### src/rtl/core/vtce_pkg.sv
// ----------------------------------------------------------------------------
// vtce_pkg
// Shared constants, types and helpers of the vector terminal coordinate
// encoder.
// ----------------------------------------------------------------------------
package vtce_pkg;

  localparam int unsigned CoordW = 12;
  localparam int unsigned ActW   = 3;
  localparam int unsigned ByteW  = 8;
  localparam int unsigned PartW  = 5;
  localparam int unsigned ExW    = 4;
  localparam int unsigned PadW   = 3;
  localparam int unsigned DistW  = PartW + 2;

  localparam logic [ActW-1:0] ActMove       = 3'd0;
  localparam logic [ActW-1:0] ActDraw       = 3'd1;
  localparam logic [ActW-1:0] ActPoint      = 3'd2;
  localparam logic [ActW-1:0] ActErase      = 3'd3;
  localparam logic [ActW-1:0] ActStyle      = 3'd4;
  localparam logic [ActW-1:0] ActAlphaStart = 3'd5;
  localparam logic [ActW-1:0] ActAlphaChar  = 3'd6;

  localparam logic [ByteW-1:0] ChGs        = 8'h1D;
  localparam logic [ByteW-1:0] ChEsc       = 8'h1B;
  localparam logic [ByteW-1:0] ChFf        = 8'h0C;
  localparam logic [ByteW-1:0] ChUs        = 8'h1F;
  localparam logic [ByteW-1:0] ChStyleBase = 8'h60;
  localparam logic [ByteW-1:0] ChNull      = 8'h00;
  localparam logic [ByteW-1:0] StyleMax    = 8'd4;

  localparam logic [2:0] PfxHigh  = 3'b001;
  localparam logic [2:0] PfxLowX  = 3'b010;
  localparam logic [2:0] PfxLowY  = 3'b011;
  localparam logic [3:0] PfxExtra = 4'b0110;

  localparam int unsigned PadStep = 12;
  localparam int unsigned PadBias = 6;
  localparam int unsigned PadMax  = 5;

  localparam int unsigned SlotLead0 = 0;
  localparam int unsigned SlotLead1 = 1;
  localparam int unsigned SlotHy    = 2;
  localparam int unsigned SlotEx    = 3;
  localparam int unsigned SlotLy    = 4;
  localparam int unsigned SlotHx    = 5;
  localparam int unsigned SlotLx    = 6;
  localparam int unsigned SlotPad   = 7;
  localparam int unsigned SlotLx2   = 8;
  localparam int unsigned NumSlots  = 9;
  localparam int unsigned SlotIdxW  = 4;

  localparam int unsigned QDepth = 2;
  localparam int unsigned QPtrW  = 1;
  localparam int unsigned QCntW  = 2;

  typedef struct packed {
    logic [NumSlots-1:0] mask;
    logic [ByteW-1:0]    lead0;
    logic [ByteW-1:0]    lead1;
    logic [PartW-1:0]    hy;
    logic [ExW-1:0]      ex;
    logic [PartW-1:0]    ly;
    logic [PartW-1:0]    hx;
    logic [PartW-1:0]    lx;
    logic [PadW-1:0]     pad;
  } desc_t;

  function automatic logic [PadW-1:0] pad_count(input logic [DistW-1:0] span);
    logic [PadW-1:0] p;
    p = '0;
    for (int k = 0; k < PadMax; k++) begin
      if (span >= DistW'(PadBias + PadStep * k)) begin
        p = PadW'(k + 1);
      end
    end
    return p;
  endfunction

endpackage

### src/rtl/core/vtce_if.sv
// ----------------------------------------------------------------------------
// vtce channel interfaces
// Command channel into the encoder and byte channel out of it.
// ----------------------------------------------------------------------------
interface vtce_cmd_if;
  import vtce_pkg::*;
  logic              valid;
  logic              ready;
  logic [ActW-1:0]   action;
  logic [CoordW-1:0] coord_x;
  logic [CoordW-1:0] coord_y;
  logic [ByteW-1:0]  payload;

  modport source (output valid, action, coord_x, coord_y, payload, input ready);
  modport sink   (input valid, action, coord_x, coord_y, payload, output ready);
endinterface

interface vtce_byte_if;
  import vtce_pkg::*;
  logic             valid;
  logic             ready;
  logic [ByteW-1:0] out_byte;
  logic             last_byte;

  modport source (output valid, out_byte, last_byte, input ready);
  modport sink   (input valid, out_byte, last_byte, output ready);
endinterface

### src/rtl/core/vtce_queue.sv
// ----------------------------------------------------------------------------
// vtce_queue
// Two-entry descriptor queue between the command front end and the byte
// sequencer.
// ----------------------------------------------------------------------------
module vtce_queue (
  input  logic            clk_i,
  input  logic            rst_ni,
  input  logic            push_i,
  input  vtce_pkg::desc_t desc_i,
  output logic            full_o,
  input  logic            pop_i,
  output logic            empty_o,
  output vtce_pkg::desc_t head_o
);
  import vtce_pkg::*;

  desc_t            mem_q [QDepth];
  logic [QPtrW-1:0] wr_ptr_q, wr_ptr_d;
  logic [QPtrW-1:0] rd_ptr_q, rd_ptr_d;
  logic [QCntW-1:0] cnt_q, cnt_d;

  assign full_o  = (cnt_q == QCntW'(QDepth));
  assign empty_o = (cnt_q == '0);
  assign head_o  = mem_q[rd_ptr_q];

  always_comb begin
    wr_ptr_d = push_i ? wr_ptr_q + 1'b1 : wr_ptr_q;
    rd_ptr_d = pop_i ? rd_ptr_q + 1'b1 : rd_ptr_q;
    cnt_d    = cnt_q + QCntW'(push_i) - QCntW'(pop_i);
  end

  always_ff @(posedge clk_i) begin
    if (push_i) begin
      mem_q[wr_ptr_q] <= desc_i;
    end
  end

  always_ff @(posedge clk_i or negedge rst_ni) begin
    if (!rst_ni) begin
      wr_ptr_q <= '0;
      rd_ptr_q <= '0;
      cnt_q    <= '0;
    end else begin
      wr_ptr_q <= wr_ptr_d;
      rd_ptr_q <= rd_ptr_d;
      cnt_q    <= cnt_d;
    end
  end

  a_no_overflow: assert property (@(posedge clk_i) disable iff (!rst_ni)
    push_i |-> (!full_o || pop_i))
    else $error("queue push while full");

  a_no_underflow: assert property (@(posedge clk_i) disable iff (!rst_ni)
    pop_i |-> !empty_o)
    else $error("queue pop while empty");

endmodule

### src/rtl/core/vtce_front.sv
// ----------------------------------------------------------------------------
// vtce_front
// Command front end: classify each command, compare the coordinate parts
// with the last ones sent, work out the padding and queue a byte plan.
// ----------------------------------------------------------------------------
module vtce_front (
  input  logic            clk_i,
  input  logic            rst_ni,
  vtce_cmd_if.sink        cmd_i,
  input  logic            q_full_i,
  output logic            push_o,
  output vtce_pkg::desc_t desc_o
);
  import vtce_pkg::*;

  logic [PartW-1:0] phy_q, phx_q, ply_q;
  logic [ExW-1:0]   pex_q;
  logic             hy_kn_q, hx_kn_q, ly_kn_q, ex_kn_q;
  logic             known_d, clear_pos, set_pos;

  logic [PartW-1:0] hx, hy, lx, ly;
  logic [ExW-1:0]   ex;
  logic             hy_diff, hx_diff, ly_diff, ex_diff;
  logic [PartW:0]   dhx, dhy;
  logic [DistW-1:0] span;
  logic [PadW-1:0]  pad;
  logic             accept, is_coord;
  logic [ByteW-1:0] style_ch;

  assign hx = cmd_i.coord_x[CoordW-1 -: PartW];
  assign lx = cmd_i.coord_x[PartW+1:2];
  assign hy = cmd_i.coord_y[CoordW-1 -: PartW];
  assign ly = cmd_i.coord_y[PartW+1:2];
  assign ex = {cmd_i.coord_y[1:0], cmd_i.coord_x[1:0]};

  assign hy_diff = !hy_kn_q || (hy != phy_q);
  assign hx_diff = !hx_kn_q || (hx != phx_q);
  assign ly_diff = !ly_kn_q || (ly != ply_q);
  assign ex_diff = !ex_kn_q || (ex != pex_q);

  always_comb begin
    if (!hx_kn_q) begin
      dhx = {1'b0, hx} + 1'b1;
    end else if (hx >= phx_q) begin
      dhx = {1'b0, hx - phx_q};
    end else begin
      dhx = {1'b0, phx_q - hx};
    end
    if (!hy_kn_q) begin
      dhy = {1'b0, hy} + 1'b1;
    end else if (hy >= phy_q) begin
      dhy = {1'b0, hy - phy_q};
    end else begin
      dhy = {1'b0, phy_q - hy};
    end
    span = {1'b0, dhx} + {1'b0, dhy};
    pad  = pad_count(span);
  end

  assign style_ch = (cmd_i.payload <= StyleMax) ? ChStyleBase + cmd_i.payload : ChStyleBase;
  assign is_coord = (cmd_i.action == ActMove) || (cmd_i.action == ActDraw) ||
                    (cmd_i.action == ActPoint);

  assign cmd_i.ready = !q_full_i;
  assign accept      = cmd_i.valid && cmd_i.ready;

  always_comb begin
    desc_o       = '0;
    desc_o.hy    = hy;
    desc_o.ex    = ex;
    desc_o.ly    = ly;
    desc_o.hx    = hx;
    desc_o.lx    = lx;
    desc_o.pad   = pad;
    desc_o.lead0 = ChGs;
    desc_o.lead1 = ChFf;
    if (is_coord) begin
      desc_o.mask[SlotHy]  = hy_diff;
      desc_o.mask[SlotEx]  = ex_diff;
      desc_o.mask[SlotLy]  = hx_diff || ex_diff || ly_diff;
      desc_o.mask[SlotHx]  = hx_diff;
      desc_o.mask[SlotLx]  = 1'b1;
      desc_o.mask[SlotPad] = (pad != '0);
    end
    unique case (cmd_i.action)
      ActMove: begin
        desc_o.mask[SlotLead0] = 1'b1;
      end
      ActDraw: begin
      end
      ActPoint: begin
        desc_o.mask[SlotLead0] = 1'b1;
        desc_o.mask[SlotLx2]   = 1'b1;
      end
      ActErase: begin
        desc_o.lead0                      = ChEsc;
        desc_o.mask[SlotLead1:SlotLead0]  = 2'b11;
      end
      ActStyle: begin
        desc_o.lead0                      = ChEsc;
        desc_o.lead1                      = style_ch;
        desc_o.mask[SlotLead1:SlotLead0]  = 2'b11;
      end
      ActAlphaStart: begin
        desc_o.lead0           = ChUs;
        desc_o.mask[SlotLead0] = 1'b1;
      end
      ActAlphaChar: begin
        desc_o.lead0           = cmd_i.payload;
        desc_o.mask[SlotLead0] = 1'b1;
      end
      default: begin
      end
    endcase
  end

  // drop commands that produce no bytes
  assign push_o    = accept && (desc_o.mask != '0);
  assign set_pos   = accept && is_coord;
  assign clear_pos = accept && ((cmd_i.action == ActErase) ||
                                (cmd_i.action == ActAlphaStart));
  assign known_d   = set_pos;

  always_ff @(posedge clk_i) begin
    if (set_pos) begin
      phy_q <= hy;
      phx_q <= hx;
      ply_q <= ly;
      pex_q <= ex;
    end
  end

  always_ff @(posedge clk_i or negedge rst_ni) begin
    if (!rst_ni) begin
      hy_kn_q <= 1'b0;
      hx_kn_q <= 1'b0;
      ly_kn_q <= 1'b0;
      ex_kn_q <= 1'b0;
    end else if (set_pos || clear_pos) begin
      hy_kn_q <= known_d;
      hx_kn_q <= known_d;
      ly_kn_q <= known_d;
      ex_kn_q <= known_d;
    end
  end

endmodule

### src/rtl/core/vtce_back.sv
// ----------------------------------------------------------------------------
// vtce_back
// Byte sequencer: walk the planned slots of one command, one byte per
// transfer, and hold each byte in the output register.
// ----------------------------------------------------------------------------
module vtce_back (
  input  logic            clk_i,
  input  logic            rst_ni,
  input  vtce_pkg::desc_t head_i,
  input  logic            q_empty_i,
  output logic            pop_o,
  vtce_byte_if.source     byte_o
);
  import vtce_pkg::*;

  function automatic logic [SlotIdxW-1:0] first_slot(input logic [NumSlots-1:0] m);
    logic [SlotIdxW-1:0] idx;
    idx = '0;
    for (int i = NumSlots - 1; i >= 0; i--) begin
      if (m[i]) begin
        idx = SlotIdxW'(i);
      end
    end
    return idx;
  endfunction

  desc_t               cur_q;
  logic                cur_vld_q, cur_vld_d;
  logic [NumSlots-1:0] mask_q, mask_d, mask_nxt;
  logic [PadW-1:0]     pad_q, pad_d, pad_nxt;
  logic                out_vld_q;
  logic [ByteW-1:0]    out_byte_q, sel_byte;
  logic                out_last_q;

  logic                out_free, step, last, done;
  logic [SlotIdxW-1:0] slot;

  assign out_free = !out_vld_q || byte_o.ready;
  assign step     = cur_vld_q && out_free;
  assign slot     = first_slot(mask_q);

  always_comb begin
    mask_nxt = mask_q & ~(NumSlots'(1) << slot);
    pad_nxt  = pad_q;
    sel_byte = ChNull;
    case (slot)
      SlotIdxW'(SlotLead0): sel_byte = cur_q.lead0;
      SlotIdxW'(SlotLead1): sel_byte = cur_q.lead1;
      SlotIdxW'(SlotHy):    sel_byte = {PfxHigh, cur_q.hy};
      SlotIdxW'(SlotEx):    sel_byte = {PfxExtra, cur_q.ex};
      SlotIdxW'(SlotLy):    sel_byte = {PfxLowY, cur_q.ly};
      SlotIdxW'(SlotHx):    sel_byte = {PfxHigh, cur_q.hx};
      SlotIdxW'(SlotLx):    sel_byte = {PfxLowX, cur_q.lx};
      SlotIdxW'(SlotLx2):   sel_byte = {PfxLowX, cur_q.lx};
      SlotIdxW'(SlotPad): begin
        sel_byte = ChNull;
        pad_nxt  = pad_q - 1'b1;
        if (pad_q != PadW'(1)) begin
          mask_nxt = mask_q;
        end
      end
      default: sel_byte = ChNull;
    endcase
  end

  assign last  = (mask_nxt == '0);
  assign done  = !cur_vld_q || (step && last);
  assign pop_o = done && !q_empty_i;

  always_comb begin
    cur_vld_d = cur_vld_q;
    mask_d    = mask_q;
    pad_d     = pad_q;
    if (step) begin
      mask_d = mask_nxt;
      pad_d  = pad_nxt;
    end
    if (done) begin
      cur_vld_d = pop_o;
    end
    if (pop_o) begin
      mask_d = head_i.mask;
      pad_d  = head_i.pad;
    end
  end

  assign byte_o.valid     = out_vld_q;
  assign byte_o.out_byte  = out_byte_q;
  assign byte_o.last_byte = out_last_q;

  always_ff @(posedge clk_i) begin
    if (pop_o) begin
      cur_q <= head_i;
    end
    mask_q <= mask_d;
    pad_q  <= pad_d;
    if (step) begin
      out_byte_q <= sel_byte;
      out_last_q <= last;
    end
  end

  always_ff @(posedge clk_i or negedge rst_ni) begin
    if (!rst_ni) begin
      cur_vld_q <= 1'b0;
      out_vld_q <= 1'b0;
    end else begin
      cur_vld_q <= cur_vld_d;
      if (step) begin
        out_vld_q <= 1'b1;
      end else if (byte_o.ready) begin
        out_vld_q <= 1'b0;
      end
    end
  end

  a_cur_has_slots: assert property (@(posedge clk_i) disable iff (!rst_ni)
    cur_vld_q |-> (mask_q != '0))
    else $error("active command with no bytes left");

  a_pad_nonzero: assert property (@(posedge clk_i) disable iff (!rst_ni)
    (cur_vld_q && mask_q[SlotPad]) |-> (pad_q != '0))
    else $error("padding slot with zero count");

  a_pop_ends_cmd: assert property (@(posedge clk_i) disable iff (!rst_ni)
    (pop_o && cur_vld_q) |=> (out_vld_q && out_last_q))
    else $error("new command loaded before last byte of previous one");

endmodule

### src/rtl/core/vector_terminal_coord_encoder.sv
// ----------------------------------------------------------------------------
// vector_terminal_coord_encoder
// Drawing commands in, vector terminal byte stream out.
// ----------------------------------------------------------------------------
// Each command becomes one to twelve bytes on byte_o, with last_byte set on
// the final byte of the command; an undefined action is taken and yields
// nothing. The byte sequencer puts out one byte per cycle while the output
// is not stalled by byte_o.ready; a command has 1 byte for a character and
// up to 12 for a point after a long jump. The front end takes one command
// per cycle while its two-entry plan queue has room, so commands keep
// flowing while earlier bytes are still waiting on the output.
module vector_terminal_coord_encoder (
  input  logic         clk_i,
  input  logic         rst_ni,
  vtce_cmd_if.sink     cmd_i,
  vtce_byte_if.source  byte_o
);
  import vtce_pkg::*;

  desc_t push_desc, head_desc;
  logic  push, pop, q_full, q_empty;

  vtce_front u_front (
    .clk_i    (clk_i),
    .rst_ni   (rst_ni),
    .cmd_i    (cmd_i),
    .q_full_i (q_full),
    .push_o   (push),
    .desc_o   (push_desc)
  );

  vtce_queue u_queue (
    .clk_i   (clk_i),
    .rst_ni  (rst_ni),
    .push_i  (push),
    .desc_i  (push_desc),
    .full_o  (q_full),
    .pop_i   (pop),
    .empty_o (q_empty),
    .head_o  (head_desc)
  );

  vtce_back u_back (
    .clk_i     (clk_i),
    .rst_ni    (rst_ni),
    .head_i    (head_desc),
    .q_empty_i (q_empty),
    .pop_o     (pop),
    .byte_o    (byte_o)
  );

endmodule
### src/flat_wrapper.sv
// flat-port wrapper written by rule: the top's interface ports become plain ports
module vector_terminal_coord_encoder_flat import vtce_pkg::*;
  (clk_i, rst_ni, cmd_i_valid, cmd_i_action, cmd_i_coord_x, cmd_i_coord_y, cmd_i_payload, cmd_i_ready, byte_o_valid, byte_o_out_byte, byte_o_last_byte, byte_o_ready);
  vtce_cmd_if cmd_i_i ();
  vtce_byte_if byte_o_i ();
  input  logic clk_i;
  input  logic rst_ni;
  input wire logic [$bits(cmd_i_i.valid)-1:0] cmd_i_valid;
  input wire logic [$bits(cmd_i_i.action)-1:0] cmd_i_action;
  input wire logic [$bits(cmd_i_i.coord_x)-1:0] cmd_i_coord_x;
  input wire logic [$bits(cmd_i_i.coord_y)-1:0] cmd_i_coord_y;
  input wire logic [$bits(cmd_i_i.payload)-1:0] cmd_i_payload;
  output wire logic [$bits(cmd_i_i.ready)-1:0] cmd_i_ready;
  output wire logic [$bits(byte_o_i.valid)-1:0] byte_o_valid;
  output wire logic [$bits(byte_o_i.out_byte)-1:0] byte_o_out_byte;
  output wire logic [$bits(byte_o_i.last_byte)-1:0] byte_o_last_byte;
  input wire logic [$bits(byte_o_i.ready)-1:0] byte_o_ready;
  assign cmd_i_i.valid = cmd_i_valid;
  assign cmd_i_i.action = cmd_i_action;
  assign cmd_i_i.coord_x = cmd_i_coord_x;
  assign cmd_i_i.coord_y = cmd_i_coord_y;
  assign cmd_i_i.payload = cmd_i_payload;
  assign cmd_i_ready = cmd_i_i.ready;
  assign byte_o_valid = byte_o_i.valid;
  assign byte_o_out_byte = byte_o_i.out_byte;
  assign byte_o_last_byte = byte_o_i.last_byte;
  assign byte_o_i.ready = byte_o_ready;
  vector_terminal_coord_encoder u_core (.clk_i(clk_i), .rst_ni(rst_ni), .cmd_i(cmd_i_i), .byte_o(byte_o_i));
endmodule
### config.mk
export PLATFORM = sky130hd
export DESIGN_NAME = vector_terminal_coord_encoder_flat
export DESIGN_NICKNAME = d
export VERILOG_FILES = /design/src/rtl/core/vtce_pkg.sv /design/src/rtl/core/vtce_if.sv /design/src/rtl/core/vtce_queue.sv /design/src/rtl/core/vtce_front.sv /design/src/rtl/core/vtce_back.sv /design/src/rtl/core/vector_terminal_coord_encoder.sv /design/src/flat_wrapper.sv
export SDC_FILE = /design/constraint.sdc
export NUM_CORES = 1
export LEC_CHECK = 0
export BUFFER_PORTS_ARGS = -buffer_cell sky130_fd_sc_hd__buf_2
export CORE_MARGIN = 8
export CORE_UTILIZATION = 55
export CTS_BUF_LIST = sky130_fd_sc_hd__clkbuf_8
export CTS_CLUSTER_DIAMETER = 60
export DETAILED_ROUTE_END_ITERATION = 10
export PLACE_DENSITY = 0.73
export SKIP_CTS_REPAIR_TIMING = 1
export SLEW_MARGIN = 20
export SYNTH_ARGS = -nofsm -noshare
export SYNTH_HDL_FRONTEND = slang
export SYNTH_SLANG_ARGS = --single-unit
### constraint.sdc
create_clock -name clk_i -period 5.7 [get_ports clk_i]
set_input_delay 0.57 -clock clk_i [delete_from_list [all_inputs] [get_ports clk_i]]
set_output_delay 0.57 -clock clk_i [all_outputs]
set_load 0.05 [all_outputs]
==> results.md <==
- The type of element capturing the critical path is a register.
- The die boundary width is 146 µm.
- Multiplexer cells account for 8.24% of the synthesized area.
- At the pin with the least slew margin, the transition time is 1.08 ns.
- The layout overhead on the synthesized area is 10.4%.
- The number of cells on the worst reg-to-reg path is 12.
- The setup path with the least slack is of type register to register.
- The slack of the worst reg-to-reg path is 1.59 ns.
- The post-detailed-placement half-perimeter wirelength is 13500 µm.
- The count of warnings emitted by yosys is 0.
- The biggest fanout along the worst timing path is 8.
- Clock latency on the worst-skew pair, taken at its later pin, is 0.47 ns.
- Max-cap violations in this run came to 0.
- Entering global routing, the biggest net connects 56 pins.
- The overall die height is 146 µm.
- Along the worst hold path, the cell count comes to 1.
- The cell area that synthesis handed to floorplanning was 0.00937 mm².
- The antenna diode count is 0.
- After layout, the minimum clock period comes to 4.11 ns.
- STA puts the critical path data arrival time at 4.31 ns.
- The power per cell area is 450 mW/mm².
- In this run switching power makes up 37.0% of total power.
- The synthesized netlist devotes 11.3% of its cell area to compound gates.
- The startpoint identified for the worst hold timing path is cmd_i_coord_x[4].
- The initial antenna violation count is 0.
- The starting density of the core is 56.3%.
- The detailed router finished its first iteration with 465 violations.
- Setup repair after global routing left no endpoint under its margin.
- The fraction of registers with async set or reset after synthesis is 3.66%.
- The synthesized design contains 184 enable-type register cells.
- In the routed layout, each cell is associated on average with a via count of 6.07.
- The end point of the worst hold path is u_core.u_queue.mem_q[1][5].
- The post-synthesis share of cell area spent on and, or, nand and nor gates is 9.31%.
- The part of the power in combinational logic is 34.7%.
- The standby leakage power is 0.00374 µW.
- The worst IR drop on VDD is 279 µV.
- The register bit count reported by yosys is 191.
- After detailed routing, the number of remaining DRC violations is 0.
- In the layout the commonest cells are sky130_fd_sc_hd__edfxtp_1, sky130_fd_sc_hd__nor2_1, sky130_fd_sc_hd__mux2_2, sky130_fd_sc_hd__buf_2, sky130_fd_sc_hd__inv_1.
- The unique cell type count in the Yosys netlist is 71.
- Counting along the longest clock path gives a buffer depth of 2.
- The fraction of synthesized cell area in xor and xnor cells is 2.15%.
- For this run, the register share of the synthesized area comes to 60.9%.
- The number of global-route vias before repair is 6060.
- The share of the clock period used by the worst path after layout is 72.1%.
- Per report_power, the clock group accounts for 20.8% of the total.
- The leading cell type in the layout, fill and taps excluded is sky130_fd_sc_hd__edfxtp_1.
- The path class of the lowest-slack min-delay path is input pin to register.
- The number of top-level design ports is 50.
- The placeable core region is 0.0166 mm².
- The cell at the root of the clock tree is sky130_fd_sc_hd__clkbuf_8.
- In this run the critical register-to-register path is launched from u_core.u_front.phy_q[0].
- After detailed placement, the design holds a cell count of 958.
- CTS built an H-tree with a depth of 4.
- For this run, the slowest stage of the critical path takes 0.54 ns.
- The internal portion of the total power is 2930 µW.
- After detailed routing, the total wire length is 19800 µm.
- The number of standard cells in the layout, taps in and fillers out is 991.
- The cell type of the slowest stage on the worst timing path is sky130_fd_sc_hd__or3b_2.
- The number of slew-limit violations in the final report came to 0.
- Global routing used 18.7% of the available tracks.
- The register clock-pin slew on the reported worst setup and hold paths is 0.12 ns.
- The cell row count is 47.
- During placement, the flow inserted port buffers numbering 49.
- Once layout is complete, the utilization of the core stands at 62.1%.
- The final setup violation count is 0.
- The sum of negative setup slack is 0 ns.
- The total of fill cells in the finished design is 1259.
- The CTS tree is done.
- The relative contribution of sequential cells to total power is 44.5%.
- The data required time of the worst path is 5.90 ns.
- The number of failing hold endpoints at the final stage was 0.
- The share of synthesized cell area in full adder, half adder and majority cells is 5.21%.
- The flow ran to the end, and the final reports show no timing, DRC or antenna violations.
- Measured against its own limit, the worst slew margin works out to 28.3%.
- By area the synthesized netlist is led by sky130_fd_sc_hd__edfxtp_1, sky130_fd_sc_hd__mux2_2, sky130_fd_sc_hd__ha_1.
- At the end of routability-driven placement, the weighted congestion stood at 0.983.
- The cell count after synthesis came out at 702.
- After layout, the design draws a total of 4650 µW.
- Walking the worst path, the cells encountered are ha_1 -> or3b_2 -> a21boi_0 -> o221ai_1 -> nand4_1 -> nor3b_1 -> ha_1 -> a21oi_1 -> a21boi_0 -> o211ai_1 -> o22ai_1 -> o221ai_1.
- After synthesis, the largest area contributor takes up 59.0% of total cell area.
- The destination of the worst register-to-register timing path is u_core.u_queue.mem_q[0][0].
- The category of the worst setup path launch point is a register.
- The average wire length per cell after detail routing is 20.0 µm.
- The die covers 0.0215 mm².
- The residual overflow from global routing is 0.
- The total clock sinks is 191.
- The main combinational cell family by area after synthesis is compound AO/OA/AOI/OAI gates.
- The peak clock frequency supported by timing is 243 MHz.
- The routed layout has 6011 vias.
- The clock arrives with 0.0161 ns of skew.
- The storage element area is 0.00570 mm².
- The number of nets in the final layout is 833.
- After synthesis, the mean cell area works out to 13.3 µm².
- The analysis attributes to net switching a power of 1720 µW.
- The first-pass GRT wire length is 31900 µm.
- The multi-input combinational cell area is 0.00342 mm².
- The most used flip-flop cell after synthesis is sky130_fd_sc_hd__edfxtp_1.
- The cell type contributing the most total cell area after synthesis is sky130_fd_sc_hd__edfxtp_1.
- The share of cells above drive strength 1 is 21.0%.
- The count of nets left with antenna violations once routing finished came out at 0.
- Before antenna repair, the detailed router went through 5 iterations.
- In this run, CTS created clock tree buffers numbering 17.
==> how the worst max path moves through the flow <==
stage                                  from                    endpoint  slack, ns  depth (start not counted)
floorplan           u_core.u_back.mask_q[0]     u_core.u_queue.cnt_q[1]       1.18                         12
global placement           cmd_i_coord_y[7]  u_core.u_queue.mem_q[0][1]       1.46                         14
detailed placement         cmd_i_coord_y[7]  u_core.u_queue.mem_q[1][0]       1.23                         13
CTS                 u_core.u_front.phy_q[0]  u_core.u_queue.mem_q[0][0]       1.65                         12
global route        u_core.u_front.phy_q[0]  u_core.u_queue.mem_q[0][0]       1.28                         12
finish              u_core.u_front.phy_q[0]  u_core.u_queue.mem_q[0][0]       1.59                         12
==> logic make-up after synthesis <==
kind of cell | count (synthesis)
XOR/XNOR | 23
AO/OA/AOI/OAI | 144
other | 1
multiplexers | 71
adder cells (fa/ha/maj) | 36
AND/OR/NAND/NOR | 169
flip-flops | 191
buffers and inverters | 67
==> layout make-up <==
| cell class | instances | area share [%] |
|---|---|---|
| sequential | 191 | 55.2 |
| multi-input combinational | 445 | 33.1 |
| timing repair buffer | 60 | 3.20 |
| tap | 220 | 2.66 |
| clock buffer | 17 | 2.26 |
| clock inverter | 15 | 2.09 |
| inverter | 43 | 1.56 |
==> power by group through the flow <==
stage	clock network, µW	registers (µW)	logic (µW)
floorplan	0	2100	1160
global placement	0	2090	1530
detailed placement	0	2100	1590
CTS	984	2070	1610
global route	1040	2100	1770
finish	968	2070	1610
==> cells in the mapped netlist (3+ instances only) <==
cell / number
sky130_fd_sc_hd__a211oi_1: 9
sky130_fd_sc_hd__a21boi_0: 6
sky130_fd_sc_hd__a21o_1: 4
sky130_fd_sc_hd__a21oi_1: 24
sky130_fd_sc_hd__a22o_1: 3
sky130_fd_sc_hd__a311oi_1: 10
sky130_fd_sc_hd__a31oi_1: 10
sky130_fd_sc_hd__a32oi_1: 4
sky130_fd_sc_hd__and2_1: 3
sky130_fd_sc_hd__and3_1: 6
sky130_fd_sc_hd__and4_1: 4
sky130_fd_sc_hd__buf_2: 5
sky130_fd_sc_hd__clkbuf_1: 16
sky130_fd_sc_hd__dfrtp_1: 7
sky130_fd_sc_hd__edfxtp_1: 184
sky130_fd_sc_hd__fa_1: 5
sky130_fd_sc_hd__ha_1: 31
sky130_fd_sc_hd__inv_1: 42
sky130_fd_sc_hd__mux2_2: 49
sky130_fd_sc_hd__mux2i_1: 22
sky130_fd_sc_hd__nand2_1: 33
sky130_fd_sc_hd__nand2b_1: 11
sky130_fd_sc_hd__nand3_1: 12
sky130_fd_sc_hd__nand4_1: 6
sky130_fd_sc_hd__nor2_1: 52
sky130_fd_sc_hd__nor2b_1: 3
sky130_fd_sc_hd__nor3_1: 9
sky130_fd_sc_hd__nor3b_1: 5
sky130_fd_sc_hd__o2111ai_1: 3
sky130_fd_sc_hd__o211a_1: 3
sky130_fd_sc_hd__o21a_1: 5
sky130_fd_sc_hd__o21ai_0: 17
sky130_fd_sc_hd__o21ai_1: 3
sky130_fd_sc_hd__o221ai_1: 11
sky130_fd_sc_hd__o22ai_1: 5
sky130_fd_sc_hd__o311a_1: 3
sky130_fd_sc_hd__o31a_1: 3
sky130_fd_sc_hd__or2_2: 7
sky130_fd_sc_hd__or3_1: 3
sky130_fd_sc_hd__or4_1: 4
sky130_fd_sc_hd__xnor2_1: 14
sky130_fd_sc_hd__xor2_1: 9
==> metrics by stage <==
stage	area (µm²)	hold slack, ns	setup WS (ns)
finish	10300	0.277	1.59
global route	10300	0.248	1.28
CTS	10300	-0.0959	1.65
detailed placement	9880	0.425	1.23
global placement	9880	0.421	1.46
floorplan	9370	0.274	1.18
==> critical path, delay by kind of cell (launching register included) <==
kind / cells / cell delay (ns)
AO/OA/AOI/OAI: 7 / 1.81
adder cells (fa/ha/maj): 2 / 0.66
flip-flops: 1 / 0.41
AND/OR/NAND/NOR: 3 / 0.94
==> metal layers <==
layer | track usage (%) | vias up | part of all wire [%]
met5 | 0 | - | 0
met3 | 4.23 | 29 | 6.8
li1 | - | 2810 | -
met1 | 24.6 | 2910 | 44
met4 | 5.41 | 0 | 1.6
met2 | 30.5 | 262 | 48
==> state kept, by name, indices dropped and copies added (netlist names), 2 cells and up <==
| register | count |
|---|---|
| u_core.u_back.byte_o.out_byte | 8 |
| u_core.u_queue.mem_q | 104 |
| u_core.u_back.pad_q | 3 |
| u_core.u_back.mask_q | 9 |
| u_core.u_front.phx_q | 5 |
| u_core.u_back.cur_q | 40 |
| u_core.u_queue.cnt_q | 2 |
| u_core.u_front.phy_q | 5 |
| u_core.u_front.ply_q | 5 |
| u_core.u_front.pex_q | 4 |
No activity file was read; power rests on OpenSTA's default activity.
